<file path="src/rtl/core/tun_pkg.sv">
`default_nettype none
package tun_pkg;

  localparam int RES_MAX = 5;
  localparam int RES_IW  = $clog2(RES_MAX);
  localparam int RES_CW  = $clog2(RES_MAX + 1);
  localparam int FEED_MAX = 3;

  localparam logic [7:0] CH_UNDERSCORE = 8'h5F;
  localparam logic [7:0] CH_COLON      = 8'h3A;
  localparam logic [7:0] CH_PERCENT    = 8'h25;
  localparam logic [7:0] CH_TWO        = 8'h32;
  localparam logic [7:0] CH_ZERO       = 8'h30;

  localparam logic [1:0] HELD_NONE = 2'd0;
  localparam logic [1:0] HELD_PCT  = 2'd1;
  localparam logic [1:0] HELD_PCT2 = 2'd2;

  typedef struct packed {
    logic [1:0] held;
    logic       pend;
    logic       text;
    logic       colon;
    logic       chg;
  } tun_state_t;

  typedef struct packed {
    logic [7:0] data;
    logic       is_end;
    logic       chg;
  } tun_res_t;

  typedef struct packed {
    tun_state_t st;
    logic [1:0] cnt;
    logic [7:0] b0;
    logic [7:0] b1;
  } tun_s2_t;

  // Underscore cleaning of one character around the first colon.
  function automatic tun_s2_t stage_two(tun_state_t s, logic [7:0] c);
    tun_s2_t r;
    r.st  = s;
    r.cnt = 2'd0;
    r.b0  = c;
    r.b1  = c;
    if (c == CH_UNDERSCORE) begin
      if (!s.text || s.pend) begin
        r.st.chg = 1'b1;
      end else begin
        r.st.pend = 1'b1;
      end
    end else if (c == CH_COLON && !s.colon) begin
      if (s.pend) begin
        r.st.chg = 1'b1;
      end
      r.st.pend  = 1'b0;
      r.st.text  = 1'b0;
      r.st.colon = 1'b1;
      r.cnt      = 2'd1;
    end else begin
      if (s.pend) begin
        r.cnt = 2'd2;
        r.b0  = CH_UNDERSCORE;
      end else begin
        r.cnt = 2'd1;
      end
      r.st.pend = 1'b0;
      r.st.text = 1'b1;
    end
    return r;
  endfunction

endpackage
`default_nettype wire

</file>
<file path="src/rtl/core/tun_step.sv">
`default_nettype none
module tun_step (
  input  tun_pkg::tun_state_t                    st,
  input  logic [7:0]                             byte_i,
  input  logic                                   last_i,
  output tun_pkg::tun_state_t                    st_nxt,
  output tun_pkg::tun_res_t [tun_pkg::RES_MAX-1:0] res,
  output logic [tun_pkg::RES_CW-1:0]             res_cnt
);

  function automatic logic [tun_pkg::RES_CW-1:0] RES_CW_MAX();
    return tun_pkg::RES_CW'(tun_pkg::RES_MAX);
  endfunction

  always_comb begin
    logic [7:0]                    feed [tun_pkg::FEED_MAX];
    logic [tun_pkg::FEED_MAX-1:0]  fv;
    logic [1:0]                    held;
    tun_pkg::tun_state_t           s;
    tun_pkg::tun_s2_t              r;
    logic [tun_pkg::RES_CW-1:0]    n;

    s    = st;
    fv   = '0;
    held = tun_pkg::HELD_NONE;
    n    = '0;
    res  = '0;
    for (int i = 0; i < tun_pkg::FEED_MAX; i++) begin
      feed[i] = byte_i;
    end

    case (st.held)
      tun_pkg::HELD_PCT: begin
        if (byte_i == tun_pkg::CH_TWO) begin
          held = tun_pkg::HELD_PCT2;
        end else if (byte_i == tun_pkg::CH_PERCENT) begin
          feed[0] = tun_pkg::CH_PERCENT;
          fv      = 3'b001;
          held    = tun_pkg::HELD_PCT;
        end else begin
          feed[0] = tun_pkg::CH_PERCENT;
          feed[1] = byte_i;
          fv      = 3'b011;
        end
      end
      tun_pkg::HELD_PCT2: begin
        if (byte_i == tun_pkg::CH_ZERO) begin
          s.chg   = 1'b1;
          feed[0] = tun_pkg::CH_UNDERSCORE;
          fv      = 3'b001;
        end else if (byte_i == tun_pkg::CH_PERCENT) begin
          feed[0] = tun_pkg::CH_PERCENT;
          feed[1] = tun_pkg::CH_TWO;
          fv      = 3'b011;
          held    = tun_pkg::HELD_PCT;
        end else begin
          feed[0] = tun_pkg::CH_PERCENT;
          feed[1] = tun_pkg::CH_TWO;
          feed[2] = byte_i;
          fv      = 3'b111;
        end
      end
      default: begin
        if (byte_i == tun_pkg::CH_PERCENT) begin
          held = tun_pkg::HELD_PCT;
        end else begin
          feed[0] = byte_i;
          fv      = 3'b001;
        end
      end
    endcase

    // A partial match left over on the last byte is released as text.
    if (last_i) begin
      if (held == tun_pkg::HELD_PCT) begin
        if (fv[1]) begin
          feed[2] = tun_pkg::CH_PERCENT;
          fv      = 3'b111;
        end else if (fv[0]) begin
          feed[1] = tun_pkg::CH_PERCENT;
          fv      = 3'b011;
        end else begin
          feed[0] = tun_pkg::CH_PERCENT;
          fv      = 3'b001;
        end
      end else if (held == tun_pkg::HELD_PCT2) begin
        feed[0] = tun_pkg::CH_PERCENT;
        feed[1] = tun_pkg::CH_TWO;
        fv      = 3'b011;
      end
    end

    for (int i = 0; i < tun_pkg::FEED_MAX; i++) begin
      r = tun_pkg::stage_two(s, feed[i]);
      if (fv[i]) begin
        s = r.st;
        if (r.cnt != 2'd0 && n < RES_CW_MAX()) begin
          res[n[tun_pkg::RES_IW-1:0]] = '{data: r.b0, is_end: 1'b0, chg: 1'b0};
          n = n + 1'b1;
        end
        if (r.cnt == 2'd2 && n < RES_CW_MAX()) begin
          res[n[tun_pkg::RES_IW-1:0]] = '{data: r.b1, is_end: 1'b0, chg: 1'b0};
          n = n + 1'b1;
        end
      end
    end

    if (last_i) begin
      if (s.pend) begin
        s.chg = 1'b1;
      end
      if (n < RES_CW_MAX()) begin
        res[n[tun_pkg::RES_IW-1:0]] = '{data: 8'h00, is_end: 1'b1, chg: s.chg};
        n = n + 1'b1;
      end
      st_nxt = '0;
    end else begin
      st_nxt      = s;
      st_nxt.held = held;
    end
    res_cnt = n;
  end

endmodule
`default_nettype wire

</file>
<file path="src/rtl/core/tun_outbuf.sv">
`default_nettype none
module tun_outbuf (
  input  logic                                   clk,
  input  logic                                   rst_n,
  input  logic                                   load,
  input  tun_pkg::tun_res_t [tun_pkg::RES_MAX-1:0] res,
  input  logic [tun_pkg::RES_CW-1:0]             res_cnt,
  input  logic                                   out_ready,
  output logic                                   out_valid,
  output logic [7:0]                             out_byte,
  output logic                                   out_has_byte,
  output logic                                   out_is_end,
  output logic                                   out_was_changed,
  output logic                                   buf_free
);

  tun_pkg::tun_res_t [tun_pkg::RES_MAX-1:0] ent_r;
  logic [tun_pkg::RES_CW-1:0]               n_r, n_nxt;
  logic [tun_pkg::RES_CW-1:0]               rd_r, rd_nxt;
  logic [tun_pkg::RES_CW-1:0]               left;
  tun_pkg::tun_res_t                        cur;

  assign left      = n_r - rd_r;
  assign out_valid = (left != '0);
  assign buf_free  = (left == '0) || ((left == tun_pkg::RES_CW'(1)) && out_ready);

  always_comb begin
    if (rd_r < tun_pkg::RES_CW'(tun_pkg::RES_MAX)) begin
      cur = ent_r[rd_r[tun_pkg::RES_IW-1:0]];
    end else begin
      cur = '0;
    end
  end

  assign out_byte        = cur.data;
  assign out_has_byte    = !cur.is_end;
  assign out_is_end      = cur.is_end;
  assign out_was_changed = cur.chg;

  always_comb begin
    n_nxt  = n_r;
    rd_nxt = rd_r;
    if (load) begin
      n_nxt  = res_cnt;
      rd_nxt = '0;
    end else if (out_valid && out_ready) begin
      rd_nxt = rd_r + 1'b1;
    end
  end

  always_ff @(posedge clk) begin
    if (!rst_n) begin
      n_r  <= '0;
      rd_r <= '0;
    end else begin
      n_r  <= n_nxt;
      rd_r <= rd_nxt;
    end
  end

  always_ff @(posedge clk) begin
    if (load) begin
      ent_r <= res;
    end
  end

endmodule
`default_nettype wire

</file>
<file path="src/rtl/core/title_underscore_normalizer_core.sv">
// Title underscore normalizer.
// The input channel (in_valid/in_ready) takes one byte of a page-title
// segment per request, with in_last on its final byte. The result channel
// (out_valid/out_ready) gives cleaned bytes with out_has_byte set, and after
// the final byte one end request with out_is_end set and out_was_changed
// telling whether any "%20" was replaced or any underscore dropped.
// A request is held in an input register, cleaned combinationally, and its
// results (zero to five) are written into a small result buffer once the
// buffer is free. The first result of a request is offered from the result
// buffer after the request has passed the input register and been loaded.
// A request with at most one result lets a new request enter every cycle
// while the receiver is ready; a request with more results occupies the
// result buffer, and the input side waits while the buffer drains.
// When the receiver stalls, the buffer holds its current result and the
// input register fills, after which in_ready drops.
// Reset empties both registers and returns the cleaning state to the start
// of a segment; the state also returns there after every end request.
`default_nettype none
module title_underscore_normalizer_core (
  input  logic       clk,
  input  logic       rst_n,
  input  logic       in_valid,
  output logic       in_ready,
  input  logic [7:0] in_byte,
  input  logic       in_last,
  output logic       out_valid,
  input  logic       out_ready,
  output logic [7:0] out_byte,
  output logic       out_has_byte,
  output logic       out_is_end,
  output logic       out_was_changed
);

  logic                                   inq_valid_r;
  logic [7:0]                             inq_byte_r;
  logic                                   inq_last_r;
  tun_pkg::tun_state_t                    st_r;
  tun_pkg::tun_state_t                    st_nxt;
  tun_pkg::tun_res_t [tun_pkg::RES_MAX-1:0] res;
  logic [tun_pkg::RES_CW-1:0]             res_cnt;
  logic                                   buf_free;
  logic                                   load;

  assign load     = inq_valid_r && buf_free;
  assign in_ready = !inq_valid_r || load;

  tun_step u_step (
    .st      (st_r),
    .byte_i  (inq_byte_r),
    .last_i  (inq_last_r),
    .st_nxt  (st_nxt),
    .res     (res),
    .res_cnt (res_cnt)
  );

  tun_outbuf u_outbuf (
    .clk             (clk),
    .rst_n           (rst_n),
    .load            (load),
    .res             (res),
    .res_cnt         (res_cnt),
    .out_ready       (out_ready),
    .out_valid       (out_valid),
    .out_byte        (out_byte),
    .out_has_byte    (out_has_byte),
    .out_is_end      (out_is_end),
    .out_was_changed (out_was_changed),
    .buf_free        (buf_free)
  );

  always_ff @(posedge clk) begin
    if (!rst_n) begin
      inq_valid_r <= 1'b0;
      st_r        <= '0;
    end else begin
      if (in_ready) begin
        inq_valid_r <= in_valid;
      end
      if (load) begin
        st_r <= st_nxt;
      end
    end
  end

  always_ff @(posedge clk) begin
    if (in_valid && in_ready) begin
      inq_byte_r <= in_byte;
      inq_last_r <= in_last;
    end
  end

endmodule
`default_nettype wire

</file>
<file path="config.mk">
export PLATFORM = sky130hd
export DESIGN_NAME = title_underscore_normalizer_core
export DESIGN_NICKNAME = d
export VERILOG_FILES = /design/src/rtl/core/tun_pkg.sv /design/src/rtl/core/tun_step.sv /design/src/rtl/core/tun_outbuf.sv /design/src/rtl/core/title_underscore_normalizer_core.sv
export SDC_FILE = /design/constraint.sdc
export NUM_CORES = 1
export LEC_CHECK = 0
export BUFFER_PORTS_ARGS = -buffer_cell sky130_fd_sc_hd__buf_2
export CORE_ASPECT_RATIO = 2
export CORE_MARGIN = 1.5
export CORE_UTILIZATION = 40
export DETAILED_ROUTE_END_ITERATION = 8
export HOLD_SLACK_MARGIN = 0.12
export PLACE_DENSITY = 0.53
export SLEW_MARGIN = 20
export SYNTH_ARGS = -nofsm -noshare
export SYNTH_HDL_FRONTEND = slang
export SYNTH_SLANG_ARGS = --single-unit
</file>
<file path="constraint.sdc">
create_clock -name clk -period 6 [get_ports clk]
set_clock_uncertainty 0.2 [all_clocks]
set_input_delay 0.9 -clock clk [delete_from_list [all_inputs] [get_ports clk]]
set_output_delay 0.9 -clock clk [all_outputs]
set_load 0.02 [all_outputs]
</file>
==> impl_metrics.ini, run 1 <==
[outcome]
status = completed

[power_and_ir_drop]
p_leak_nw = 1.96
peakVddDrop_uv = 232
p_per_area_nw_per_um2 = 342

[sta]
fmax_mhz = 189
min_period_over_period = 0.883
relSlewSlack = 0.256
worst_slew_pin_slew_ps = 1110
hold_slack_ps = 286
setup_ws_ps = 704
tns_ps = 0
setup_viol = 0
timing_hold_violations_final = 0
rsz0062_at_grt = false
drv_slew = 0
period_needed_ps = 5300

[min_path]
min_to = st_r[0]
whs_path_depth = 1
hold_start = st_r[0]
hold_class = reg2reg

[setup_path]
cp.arrival_ps = 5200
worst_ep_required_time_ps = 5910
critPathLaunchType = flip-flop
crit_start = st_r[4]
r2r.worst_path.cells = 19
crit-reg2reg-launch = st_r[4]
endpoint_kind = flip-flop
rrSetupSlack_ps = 700
worst_r2r_endpoint = u_outbuf.ent_r[2]
path_class = reg2reg
worstPathMaxFanout = 15

[clocking]
insertion_delay_ps = 330
cts_root_buf = clkbuf_16
clk_pin_slew_worst_paths_ps = 70
h-tree-depth = 3
cts_hold_buffers = 0
cts_made_buffers = 9
clockBufferDepth = 2
cts_resized = 0
post_cts_buffers = 0
cts_tree = done
cts.sink_count = 72

[layout]
diodes = 0
fin_nets = 548
post_route_cells_drive_above_1_share = 0.191
syn2layout_area_growth_pct = 13.5

[global_routing]
grt_overflow = 0
grtUsageTotal = 0.257
antenna_found_initial = 0
grt_pass1_vias = 4225
grt_pass1_wl_um = 24300
grt_max_degree = 56

[floorplan]
rows = 56
num_io_pins = 26
core-area_um2 = 11800
die_y_um = 159
die_w_um = 81.1
dieArea_um2 = 12900
initial_core_util = 0.412

[drt]
drt-total-wl_um = 15700
first_iter_violations = 262
viasPerCell = 6.21
first_pass_iters = 5
drc = 0
post_drt_wl_per_cell_um = 23.2
vias = 4194
postRouteAntennaNets = 0

[yosys]
syn_nets = 519
synth_cells = 496
ys_seq_area_frac = 0.417
syn_area_per_cell_um2 = 9.83
synth-edff-count = 59
synthDistinctLibCells = 93
synth_top_area_cell = edfxtp_1
yosysTopAreaCellShare = 0.363
synthFlopType = edfxtp_1
yosysWarnings = 0
synth_most_common_cell = edfxtp_1
synth.area.top_cells = edfxtp_1, dfxtp_1, mux4_2, a21oi_1, nand2_1
syn_area_um2 = 4880
ys_seq_elements = 72
synth_commonest_cells = edfxtp_1, nand2_1, a21oi_1
async_flop_share = 0

[placement]
dpl.hpwl_um = 12500
post-place-ws_ps = 838
port_buffers = 25
gp_congestion = 0.974

[flow_run]
cap_violations = 0
[worst max-delay path, cell delays in order (launching register included)]
cell and delay (ps):
dfxtp_1 330, inv_1 60, ha_1 380, buf_4 290, nor3_1 70, buf_4 160
or4_4 530, a311oi_4 280, buf_4 200, nor3_1 80, ha_1 410, nor3_1 220
a21o_1 200, ha_1 270, a32oi_1 90, a41oi_2 340, nor3_1 110, nand2_1 270
inv_2 150, nor4b_1 410
[report_power, final]
group	internal, mW	switching [mW]	leakage, nW	total, mW
registers	0.703	0.0809	0.671	0.784
clock network	0.365	0.222	0.154	0.587
logic	0.195	0.324	1.13	0.519
total	1.26	0.628	1.96	1.89
[through the flow]
step           instances  area [um^2]  power, mW  utilization
2_1_floorplan        496         4880       1.15            -
3_3_place_gp         659         5220       1.31        0.440
3_5_place_dp         659         5220       1.32        0.440
4_1_cts              675         5530       1.91        0.467
5_1_grt              675         5530       1.99        0.467
6_report             675         5530       1.89        0.467
[placed cells by master (no fill, tap or decap), types with 6 or more instances in the layout]
| cell type | n |
|---|---|
| buf_4 | 23 |
| a21oi_1 | 40 |
| o21a_1 | 7 |
| nor3_1 | 23 |
| o21ai_0 | 24 |
| nand2_1 | 44 |
| mux4_2 | 9 |
| buf_2 | 25 |
| dfxtp_1 | 13 |
| o22ai_1 | 6 |
| edfxtp_1 | 59 |
| clkbuf_16 | 9 |
| ha_1 | 9 |
| nand3_1 | 15 |
| inv_1 | 29 |
| and3_1 | 10 |
| nor2b_1 | 9 |
| nor2_1 | 30 |
[per-layer routing]
layer | vias to the layer above | wire length (um) | share of wire | global-route usage
met5 | - | 0 | 0 | 0
met4 | 0 | 1130 | 0.072 | 0.170
met3 | 61 | 573 | 0.037 | 0.0304
met2 | 181 | 8800 | 0.56 | 0.484
met1 | 1993 | 5170 | 0.33 | 0.246
li1 | 1959 | - | - | -
[final cells by class]
type,instances,area [um^2]
clock buffers,9,225
clock inverters,7,93.8
fillers,1165,6310
inverters,33,124
multi-input cells,361,2580
flip-flops and latches,72,2030
well taps,145,181
repair buffers,48,298
[cell families after synthesis]
| logic type | after synthesis | synth area share |
|---|---|---|
| DFF | 72 | 0.417 |
| AOI/OAI and AO/OA | 152 | 0.227 |
| buffers and inverters | 63 | 0.0544 |
| and+or+nand+nor | 180 | 0.211 |
| adders and majority gates | 10 | 0.0272 |
| xor gates and xnor gates | 5 | 0.0118 |
| muxes | 14 | 0.0521 |
[sequential cells by signal (all words and copies together), names as in the netlist]
name / count
u_outbuf.ent_r: 50
inq_valid_r: 1
u_outbuf.n_r: 3
inq_last_r: 1
inq_byte_r: 8
u_outbuf.rd_r: 3
st_r: 6
[worst max path at each step]
stage / endpoint / slack, ps / cells past startpoint
floorplan: u_outbuf.ent_r[16] / 1120 / 17
global placement: u_outbuf.ent_r[2] / 880 / 19
detailed placement: u_outbuf.ent_r[2] / 840 / 19
CTS: u_outbuf.ent_r[2] / 810 / 19
global route: u_outbuf.ent_r[2] / 420 / 19
finish: u_outbuf.ent_r[2] / 700 / 19
No activity file was read; power rests on OpenSTA's default activity.
==> run 2, diff against run 1 <==
clock period = 5.8 ns   (was 6 ns; I/O delays follow)
==> impl_metrics.ini, run 2 (synthesized netlist as in run 1, its figures left out) <==
[setup_path]
cp_slowest_cell = or4_4
critPathLaunchType = flip-flop
cp_num_buf_inv = 2
endpoint_kind = flip-flop
cp.arrival_ps = 5070
worst_ep_required_time_ps = 5660
cp_top_family = simple AND/OR/NAND/NOR gates
worst_r2r_endpoint = u_outbuf.ent_r[13]
crit-reg2reg-launch = st_r[4]
path_class = reg2reg
r2r.worst_path.cells = 16
crit_top_cell = nor3_1
critical_path_depth = 16
rrSetupSlack_ps = 590
slowest_delay_ps = 570
crit_path_cell_trace = inv_1 > ha_1 > buf_4 > nor3_1 > or4_4 > a311oi_4 > nor3_1 > ha_1 > nor3_1 > a21o_1 > ha_1 > a32oi_1 > a41oi_2 > nand3b_1 > nor2_2 > nor3_1
worstPathMaxFanout = 27

[global_routing]
grt_pass1_wl_um = 23300
grtUsageTotal = 0.248
grt_max_degree = 56
gr-usage-met3 = 0.0315
antenna_found_initial = 0
grt_util_met2 = 0.455
met1_usage = 0.242
grt_overflow = 0
top_usage_layer = met2
grt_pass1_vias = 4204

[clocking]
cts_root_buf = clkbuf_16
h-tree-depth = 3
cts_tree = done
post_cts_buffers = 0
clockBufferDepth = 2
cts.sink_count = 72
cts_made_buffers = 9
insertion_delay_ps = 330
clk_pin_slew_worst_paths_ps = 60
cts_resized = 0
cts_hold_buffers = 0

[sta]
rsz0062_at_grt = false
min_period_over_period = 0.898
relSlewSlack = 0.343
drv_slew = 0
timing_hold_violations_final = 0
period_needed_ps = 5210
worst_slew_pin_slew_ps = 986
fmax_mhz = 192
tns_ps = 0
setup_viol = 0

[flow_run]
cap_violations = 0

[power_and_ir_drop]
p_leak_nw = 1.90
peakVddDrop_uv = 245
power_switching_mw = 0.640
clkPwrFrac = 0.291
power_switching_share = 0.336
p_seq_frac = 0.427
internal_power_mw = 1.26
combPwrFrac = 0.283
p_per_area_nw_per_um2 = 348

[drt]
first_iter_violations = 313
viasPerCell = 6.24
drc = 0
vias = 4177
drt-total-wl_um = 15300
postRouteAntennaNets = 0
post_drt_wl_per_cell_um = 22.9
first_pass_iters = 5

[layout]
final_common_cell = edfxtp_1
regMostFlops = u_outbuf.ent_r
post_route_cells_drive_above_1_share = 0.181
syn2layout_area_growth_pct = 12.1
most-common-layout-cells = edfxtp_1, nand2_1, a21oi_1, nor2_1, inv_1
top_regs = u_outbuf.ent_r (50), inq_byte_r (8), st_r (6)
diodes = 0
fin_nets = 542
stdcell_count = 669
largest_reg_flops = 50

[min_path]
hold_start = st_r[0]
min_to = st_r[0]
hold_class = reg2reg
whs_path_depth = 1

[placement]
dpl.hpwl_um = 12200
gp_congestion = 0.995
port_buffers = 25
place_inst = 653

[floorplan]
die_y_um = 159
initial_core_util = 0.412
die_w_um = 81.1
core-area_um2 = 11800
num_io_pins = 26
rows = 56
dieArea_um2 = 12900

[outcome]
status = completed
[run 2: cell types whose count changed in the layout (fill, tap and decap cells not counted), sizes merged]
cell / delta
inv: -1
buf: -6
clkinvlp: +3
clkinv: -2
clkbuf: +1
bufinv: -1
[run 2: per-layer routing]
layer  share of wire  up-vias
li1                -     1955
met1            0.34     1987
met2            0.55      165
met3           0.036       70
met4           0.077        0
met5               0        -
[run 2: metrics by stage]
stage / instance area [um^2] / hold slack, ps / setup WS, ps / power (mW) / util
finish: 5470 / 283 / 591 / 1.90 / 0.462
global route: 5470 / 296 / 304 / 2.01 / 0.462
CTS: 5470 / 283 / 595 / 1.92 / 0.462
detailed placement: 5170 / 263 / 627 / 1.37 / 0.437
global placement: 5170 / 262 / 665 / 1.36 / 0.437
floorplan: 4880 / 240 / 916 / 1.19 / -
[run 2: power groups by stage]
stage               Sequential [mW]  Clock [mW]  Combinational [mW]
global placement              0.821           0               0.535
CTS                           0.816       0.566               0.542
detailed placement            0.826           0               0.541
global route                  0.826       0.583               0.597
floorplan                     0.773           0               0.412
finish                        0.812       0.553               0.538
[run 2: area by class of cell]
cell class / count / area (um^2)
Fill cell: 1170 / 6370
Inverter: 33 / 124
Clock inverter: 6 / 68.8
Tap cell: 145 / 181
Timing Repair Buffer: 42 / 253
Sequential cell: 72 / 2030
Clock buffer: 10 / 229
Multi-Input combinational cell: 361 / 2580
[run 2: how the worst max path moves through the flow]
stage                              end     from
global placement    u_outbuf.ent_r[13]  st_r[4]
detailed placement  u_outbuf.ent_r[13]  st_r[4]
finish              u_outbuf.ent_r[13]  st_r[4]
CTS                 u_outbuf.ent_r[13]  st_r[4]
global route        u_outbuf.ent_r[13]  st_r[4]
floorplan           u_outbuf.ent_r[16]  st_r[4]
